==> config.mk <==
export PLATFORM = sky130hd
export DESIGN_NAME = hav_front
export DESIGN_NICKNAME = d
export VERILOG_FILES = /design/src/hav_pkg.sv /design/src/hav_front.sv
export SDC_FILE = /design/constraint.sdc
export NUM_CORES = 2
export LEC_CHECK = 0
export BUFFER_PORTS_ARGS = -buffer_cell sky130_fd_sc_hd__buf_2
export CAP_MARGIN = 20
export CORE_ASPECT_RATIO = 0.8
export CORE_MARGIN = 2
export CORE_UTILIZATION = 60
export CTS_BUF_LIST = sky130_fd_sc_hd__clkbuf_4 sky130_fd_sc_hd__clkbuf_8
export CTS_CLUSTER_SIZE = 20
export DETAILED_ROUTE_END_ITERATION = 12
export GPL_TIMING_DRIVEN = 0
export PLACE_DENSITY = 0.77
export SKIP_LAST_GASP = 1
export SLEW_MARGIN = 20
export SYNTH_ARGS = -nofsm -noshare
export SYNTH_HDL_FRONTEND = slang
export SYNTH_SLANG_ARGS = --single-unit
==> constraint.sdc <==
create_clock -name clk -period 20.2 [get_ports clk]
set_input_delay 1.01 -clock clk [delete_from_list [all_inputs] [get_ports clk]]
set_output_delay 1.01 -clock clk [all_outputs]
set_load 0.01 [all_outputs]
==> src/hav_pkg.sv <==
// ----------------------------------------------------------------------------
// hav_pkg: shared types, constants and table functions for haversine_distance
// Fixed-point formats, CORDIC arctangent table and gain constant, unit
// conversion constants.
// ----------------------------------------------------------------------------
package hav_pkg;

  localparam int FRAC_BITS = 30;
  localparam int ANG_W = FRAC_BITS + 3;
  localparam int CORDIC_ITERS_DEF = 24;
  localparam int ATAN_N = 32;
  localparam int NLANE = 4;

  localparam int LAT_W = 28;
  localparam int LON_W = 29;
  localparam int DIST_W = 25;
  localparam int CFG_W = 29;
  localparam int IN_TDATA_W = 64;
  localparam int OUT_TDATA_W = 32;

  // lane roles in the rotation bank
  localparam int LN_DLAT = 0;
  localparam int LN_DLON = 1;
  localparam int LN_CLAT = 2;
  localparam int LN_RLAT = 3;

  // register indexes
  localparam logic REG_REF_LAT = 1'b0;
  localparam logic REG_REF_LON = 1'b1;

  localparam logic [29:0] UDEG_FULL = 30'd360000000;
  localparam logic [29:0] UDEG_HALF = 30'd180000000;
  localparam logic [27:0] UDEG_QUART = 28'd90000000;

  localparam logic [63:0] PI_Q60 = 64'h3243F6A8885A308D;
  localparam logic [63:0] UDEG_RAD_Q60 = (PI_Q60 + 64'd90000000) / 64'd180000000;
  localparam int K_W = 35;
  localparam int KL_W = 18;
  localparam int SH_COS = 60 - FRAC_BITS;
  localparam int SH_HALF = 61 - FRAC_BITS;

  localparam int R_W = 23;
  localparam logic [R_W-1:0] EARTH_R_M = 23'd6371000;
  localparam logic [DIST_W-1:0] HALF_CIRC_M = 25'd20015087;

  localparam logic [FRAC_BITS:0] ONE_Q = {1'b1, {FRAC_BITS{1'b0}}};

  typedef logic signed [ANG_W-1:0] ang_t;
  typedef logic [ANG_W-2:0] mag_t;
  typedef logic [FRAC_BITS:0] unit_t;
  typedef logic [FRAC_BITS+1:0] root_t;

  function automatic logic [127:0] udiv128(input logic [127:0] n, input logic [127:0] d);
    logic [127:0] q;
    logic [127:0] r;
    q = '0;
    r = '0;
    for (int i = 127; i >= 0; i--) begin
      r = {r[126:0], n[i]};
      if (r >= d) begin
        r = r - d;
        q[i] = 1'b1;
      end
    end
    return q;
  endfunction

  function automatic logic [127:0] isqrt128(input logic [127:0] v);
    logic [127:0] q;
    logic [127:0] r;
    logic [127:0] t;
    q = '0;
    r = '0;
    for (int j = 63; j >= 0; j--) begin
      r = {r[125:0], v[2*j +: 2]};
      t = {q[125:0], 2'b01};
      if (r >= t) begin
        r = r - t;
        q = {q[126:0], 1'b1};
      end else begin
        q = {q[126:0], 1'b0};
      end
    end
    return q;
  endfunction

  // atan(2^-i) by its power series in Q62, rounded to FRAC_BITS
  function automatic logic [63:0] atan_q(input int i);
    logic [63:0] sum;
    logic [63:0] term;
    logic [63:0] res;
    int e;
    sum = '0;
    if (i == 0) begin
      res = (PI_Q60 + (64'd1 << (61 - FRAC_BITS))) >> (62 - FRAC_BITS);
    end else begin
      for (int k = 0; k < 32; k++) begin
        e = i * (2 * k + 1);
        if (e <= 62) begin
          term = 64'(udiv128(128'd1 << (62 - e), 128'(2 * k + 1)));
          if ((k & 1) != 0) sum = sum - term;
          else sum = sum + term;
        end
      end
      res = (sum + (64'd1 << (61 - FRAC_BITS))) >> (62 - FRAC_BITS);
    end
    return res;
  endfunction

  // floor(1 / gain) in Q format for the given iteration count
  function automatic logic [63:0] gain_inv_q(input int iters);
    logic [127:0] p;
    logic [127:0] g;
    logic [127:0] gi;
    p = 128'd1 << 60;
    for (int i = 0; i < ATAN_N; i++) begin
      if (i < iters) p = p + (p >> (2 * i));
    end
    p = (p + (128'd1 << (59 - FRAC_BITS))) >> (60 - FRAC_BITS);
    g = isqrt128(p << FRAC_BITS);
    gi = udiv128(128'd1 << (2 * FRAC_BITS), g);
    return gi[63:0];
  endfunction

endpackage

==> src/hav_front.sv <==
// ----------------------------------------------------------------------------
// hav_front: coordinate differences to CORDIC angles
// Wraps the microdegree differences and latitudes, folds latitudes into the
// first quadrant and converts to radians, halving the difference angles, in four lanes over four stages.
// ----------------------------------------------------------------------------
module hav_front (
  input  logic                          clk,
  input  logic                          rst_n,
  input  logic                          en,
  input  logic                          in_valid,
  input  logic signed [hav_pkg::LAT_W-1:0] cur_lat,
  input  logic signed [hav_pkg::LON_W-1:0] cur_lon,
  input  logic signed [hav_pkg::LAT_W-1:0] ref_lat,
  input  logic signed [hav_pkg::LON_W-1:0] ref_lon,
  output logic                          out_valid,
  output hav_pkg::ang_t                 theta [hav_pkg::NLANE],
  output logic                          neg   [hav_pkg::NLANE]
);
  import hav_pkg::*;

  localparam logic [K_W-1:0] K = K_W'(UDEG_RAD_Q60);
  localparam logic [KL_W-1:0] KL = K[KL_W-1:0];
  localparam logic [K_W-KL_W-1:0] KH = K[K_W-1:KL_W];
  localparam int PL_W = 28 + KL_W;
  localparam int PH_W = 28 + K_W - KL_W;

  function automatic logic [29:0] abs30(input logic signed [29:0] v);
    return v[29] ? 30'(-v) : 30'(v);
  endfunction

  function automatic logic [27:0] wrap_mag(input logic [29:0] mag);
    logic [29:0] x;
    x = mag;
    if (x >= UDEG_FULL) x = x - UDEG_FULL;
    if (x > UDEG_HALF) x = UDEG_FULL - x;
    return x[27:0];
  endfunction

  logic        v1_r, v2_r, v3_r, v4_r;
  logic [29:0] mag_r [NLANE];
  logic [27:0] m_r   [NLANE];
  logic        n2_r  [NLANE];
  logic        n3_r  [NLANE];
  logic [PL_W-1:0] pl_r [NLANE];
  logic [PH_W-1:0] ph_r [NLANE];
  ang_t        th_r  [NLANE];
  logic        n4_r  [NLANE];

  always_ff @(posedge clk) begin
    if (!rst_n) begin
      v1_r <= 1'b0;
      v2_r <= 1'b0;
      v3_r <= 1'b0;
      v4_r <= 1'b0;
    end else if (en) begin
      v1_r <= in_valid;
      v2_r <= v1_r;
      v3_r <= v2_r;
      v4_r <= v3_r;
    end
  end

  always_ff @(posedge clk) begin
    if (en) begin
      mag_r[LN_DLAT] <= abs30(30'(ref_lat) - 30'(cur_lat));
      mag_r[LN_DLON] <= abs30(30'(ref_lon) - 30'(cur_lon));
      mag_r[LN_CLAT] <= abs30(30'(cur_lat));
      mag_r[LN_RLAT] <= abs30(30'(ref_lat));
    end
  end

  // latitudes past a quarter turn use cos(x) = -cos(180 - x)
  always_ff @(posedge clk) begin
    logic [27:0] w;
    if (en) begin
      for (int l = 0; l < NLANE; l++) begin
        w = wrap_mag(mag_r[l]);
        if ((l == LN_CLAT || l == LN_RLAT) && w > UDEG_QUART) begin
          m_r[l]  <= 28'(UDEG_HALF) - w;
          n2_r[l] <= 1'b1;
        end else begin
          m_r[l]  <= w;
          n2_r[l] <= 1'b0;
        end
      end
    end
  end

  always_ff @(posedge clk) begin
    if (en) begin
      for (int l = 0; l < NLANE; l++) begin
        pl_r[l] <= PL_W'(m_r[l]) * PL_W'(KL);
        ph_r[l] <= PH_W'(m_r[l]) * PH_W'(KH);
        n3_r[l] <= n2_r[l];
      end
    end
  end

  always_ff @(posedge clk) begin
    logic [63:0] p;
    if (en) begin
      for (int l = 0; l < NLANE; l++) begin
        p = 64'(pl_r[l]) + (64'(ph_r[l]) << KL_W);
        if (l == LN_CLAT || l == LN_RLAT)
          th_r[l] <= ang_t'((p + (64'd1 << (SH_COS - 1))) >> SH_COS);
        else
          th_r[l] <= ang_t'((p + (64'd1 << (SH_HALF - 1))) >> SH_HALF);
        n4_r[l] <= n3_r[l];
      end
    end
  end

  assign out_valid = v4_r;
  assign theta = th_r;
  assign neg = n4_r;

endmodule

---- Word level (Yosys, flattened, before mapping) ----
Memory sizes are Yosys's and may differ from the RTL's. A register that Yosys moved wholly into a read port is not among the register bits.
Index checks and enable logic that the tools add are counted.
word-level totals
  register bits after elaboration ......... 136
  latch bits .............................. 0
  bits in writable memories ............... 572
  ROM bits ................................ 0
  input port bits ......................... 118
  output and inout port bits .............. 137
  logic and storage cells ................. 98
  memories ................................ 6
memories
  memory  depth  bits a word  read ports  clocked after memory_dff  write ports  line             RTL
  ph_r    4      42           4           0                         4            hav_front.sv:45  logic [PH_W-1:0] ph_r [NLANE];
  pl_r    4      41           4           0                         4            hav_front.sv:44  logic [PL_W-1:0] pl_r [NLANE];
  mag_r   4      30           4           0                         4            hav_front.sv:40  logic [29:0] mag_r [NLANE];
  m_r     4      28           4           0                         4            hav_front.sv:41  logic [27:0] m_r [NLANE];
  n2_r    4      1            4           0                         4            hav_front.sv:42  logic n2_r [NLANE];
  n3_r    4      1            4           4                         4            hav_front.sv:43  logic n3_r [NLANE];
cells by class
  $add $sub $neg .......................... 24
  $mul .................................... 8
  div/mod/pow operators ................... 0
  order comparisons ....................... 10
  eq/ne operators ......................... 0
  shifts and indexed selects .............. 0
  multiplexer cells ....................... 38
  bitwise gates (word level) .............. 4
  reductions and logical operators ........ 0
operators by type and width
  operator                number
  $mux 30                 12
  $mux 28                 10
  $mul 28x14->42 const B  4
  $mul 28x13->41 const B  4
  $add 46x63->64          2
  $add 64x31->64 const B  2
  $add 46x63->63          2
  $add 63x30->63 const B  2
  $ge 30x29->1 const B    4
  $gt 30x28->1 const B    4
  $sub 30x29->30 const B  4
  $sub 27x28->28 const A  4
  $neg 28->30             2
  $gt 28x27->1 const B    2
  $sub 28x28->28 const A  2
  $neg 29->30             1
  $neg 30->30             1
  $sub 29x29->30          1
  $sub 28x28->29          1
  $mux 1                  16
  $or 1x1->1              4

---- Longest topological paths before layout ----
An unclocked memory read counts as a cell.
  word-level depth ........................ 12
  gate-level depth with buffers ........... 26

---- Worst setup path before layout ----
No wires, ideal clock.
  path type ............................... register -> register
  from .................................... memory m_r[2][8]
  to ...................................... memory ph_r[2][41] in the netlist's numbering (data pin)
  library setup time ...................... 0.258 ns
  data arrival time ....................... 6.546 ns
  slack ................................... 13.397 ns
  cell stages (with the launch flop) ...... 25
  buffers on the path ..................... 0
  clock period less this slack ............ 6.803 ns
  cell sequence ........................... edfxtp_1 ha_1 inv_1 fa_1 inv_1 fa_1 fa_1 fa_1 fa_1 ha_1 o21a_1 o21a_1 o2111ai_1 o21ai_0 o2111ai_1 a31oi_1 nand4_1 a31oi_1 o41ai_1 nand4b_1 a41oi_1 o211a_1 a311o_1 a21oi_1 xnor2_1
RTL lines
  what                line
  start: declaration  hav_front.sv:41
  end: declaration    hav_front.sv:45

==> impl_metrics.toml <==
[timing]
post-route-period-util = 0.416
fmax_mhz = 119
skew_ps = 56.9
fin_crit_ps = 8400
tns_ps = 0
hold_violations = 0
drv_slew = 0
worst_pin_slew_ps = 1110
rsz0062_at_grt = "false"
hold_ws_ps = 418
maxSlewHeadroom = 0.251
setup_viol = 0

[grt]
grt_antenna_before_repair = 32
grt.total_usage = 0.294
grt_pass1_vias = 68300
grt_first_pass_wirelength_mm = 367
overflow = 0
grt_max_degree = 107

[worst_setup_path]
critPathMaxFanout = 9
cp-start-kind = "flop"
critical_path_required_ps = 20830
end_kind = "flop"
critPathKind = "reg -> reg"
worstPathArrival_ps = 9030

[die]
start_util = 0.606
die_area_um2 = 157000
rows = 128
die_width_um = 443
ios = 255
core_area_um2 = 152000
die_h_um = 355

[clock_tree]
cts-hold-fix-buffers = 0
cts_resized = 0
cts_root_buf = "clkbuf_8"
cts_sinks = 638
max-clock-path-buffers = 3
path_clk_slew_ps = 60
post_cts_buffers = 0
htree_levels = 3
cts_tree = "yes"
cts_made_buffers = 107
clock_latency_ps = 880

[synthesis]
synth_edf_count = 633
async_flop_share = 0
synth_cell_types = 107
ys_seq_elements = 638
synth_top_flop_cell = "edfxtp_1"
syn_inst = 9367
syn_area_per_cell_um2 = 9.86
syn-cell-area_um2 = 92300
ys_seq_area_frac = 0.207
yosysWarningCount = 0

[route]
wl_met3_mm = 17.8
firstDrtPassIters = 8
routed-via-count = 67600
drc = 0
wl_met1_mm = 106
post_drt_wl_per_cell_um = 19.2
wl_met2_mm = 99.8
drt_iter0_drc = 5191
highest_layer = "met5"
antenna_left = 0
vias_per_cell = 5.70
drt_wl_total_mm = 228

[finish]
drive_above_1_share = 0.0589
final_core_util = 0.648
nNetsFinal = 12300
multi_input_area_um2 = 63800
fillerInstances = 12200
regArea_um2 = 19100
final_common_cell = "inv_1"
area_growth_pct = 6.92
final_cell_mix = "inv_1 (2346), ha_1 (1339), fa_1 (1154)"

[placed_design]
hpwl_mm = 194
io_buffers = 251
globalplace.congestion = 1.00

[hold_path]
hold_class = "reg -> reg"

[status]
status = "completed"

[flow_run]
cap_viol_max_count = 0
## final cells by class
type | count | share of cell area
diodes | 20 | 0.000507
plain buffers | 136 | 0.00621
clock buffers | 126 | 0.0165
clock inverters | 74 | 0.00769
inverters | 2352 | 0.0894
multi-input cells | 6247 | 0.646
flip-flops and latches | 638 | 0.194
well taps | 2015 | 0.0255
repair buffers | 256 | 0.0142
## logic make-up (layout without fill, tap and decap cells)
| kind of cell | after synthesis | in the layout | share of synthesized area |
|---|---|---|---|
| compound gates | 1434 | 1434 | 0.105 |
| flops | 638 | 638 | 0.207 |
| simple gates | 1622 | 1622 | 0.0884 |
| buf+inv | 2488 | 2944 | 0.102 |
| other cells | 1 | 27 | 0.0000406 |
| fa+ha+maj | 2493 | 2493 | 0.432 |
| mux | 24 | 24 | 0.00270 |
| xor+xnor | 667 | 667 | 0.0633 |
## layer usage
metal	vias up	track usage
met5	-	0
met2	2264	0.448
met3	279	0.0494
met1	33400	0.441
met4	6	0.0622
li1	31700	-
## critical path, cell delays in order, from the launching register on
cell and delay (ps):
edfxtp_1 640, ha_1 430, inv_1 130, fa_1 460, fa_1 550, inv_1 50, ha_1 270, inv_1 50
fa_1 530, inv_1 50, fa_1 450, ha_1 250, o41ai_1 760, o221ai_1 290, a41oi_1 520, o21ai_0 350
a21o_1 310, a2111oi_0 730, o31ai_1 380, o2111ai_1 340, a31oi_1 170, a21o_1 210, a21oi_1 170, xnor2_1 90
## synth_stat cells, types with 19 or more instances
cell type,number,area share
nor3_1,160,0.0087
clkbuf_1,83,0.0034
nand2_1,314,0.013
and2_1,55,0.0037
ha_1,1339,0.18
edfxtp_1,633,0.21
o31ai_1,40,0.0033
a31o_2,20,0.0019
inv_1,2346,0.095
nor2_1,416,0.017
o21ai_0,271,0.015
or2_2,34,0.0023
or4_1,29,0.0024
o21a_1,91,0.0074
o2111ai_1,25,0.0024
o21bai_1,38,0.0031
xnor2_1,495,0.047
a21boi_0,24,0.0020
nand4_1,51,0.0035
fa_1,1154,0.25
or3_1,71,0.0048
nand2b_1,68,0.0046
a21oi_1,350,0.019
o22ai_1,19,0.0013
and3_1,73,0.0049
o211ai_1,52,0.0042
buf_2,33,0.0018
a211o_1,24,0.0023
a211oi_1,69,0.0056
a31oi_1,50,0.0034
xor2_1,172,0.016
nor4_1,37,0.0025
nand3_1,155,0.0084
nor2b_1,78,0.0053
a21o_1,101,0.0082
## registers in the layout, summed over array words and instances (netlist names)
name and count:
out_valid 1, theta 132, n3_r 2, v2_r 1, pl_r 104, m_r 112, ph_r 160, neg 2
mag_r 120, n2_r 2, v3_r 1, v1_r 1
## final timing paths
path / startpoint / end / slack, ps / depth (start not counted)
max: m_r[0][4] / ph_r[0][40] / 11800 / 23
min: n3_r[2] / neg[1] / 420 / 0
max reg2reg: m_r[0][4] / ph_r[0][40] / 11800 / 23
min reg2reg: n3_r[2] / neg[1] / 420 / 0
## through the flow
stage | area [µm²] | worst slack (ps) | std cells
CTS | 98700 | 12000 | 11800
global route | 98700 | 11530 | 11900
global placement | 96100 | 6580 | 11600
floorplan | 92400 | 13400 | 9373
detailed placement | 96300 | 12060 | 11600
finish | 98700 | 11800 | 11900
Power is left out: the tool's default activity adds up to more than one toggle a clock period on the data nets, which glitch-free logic cannot reach.
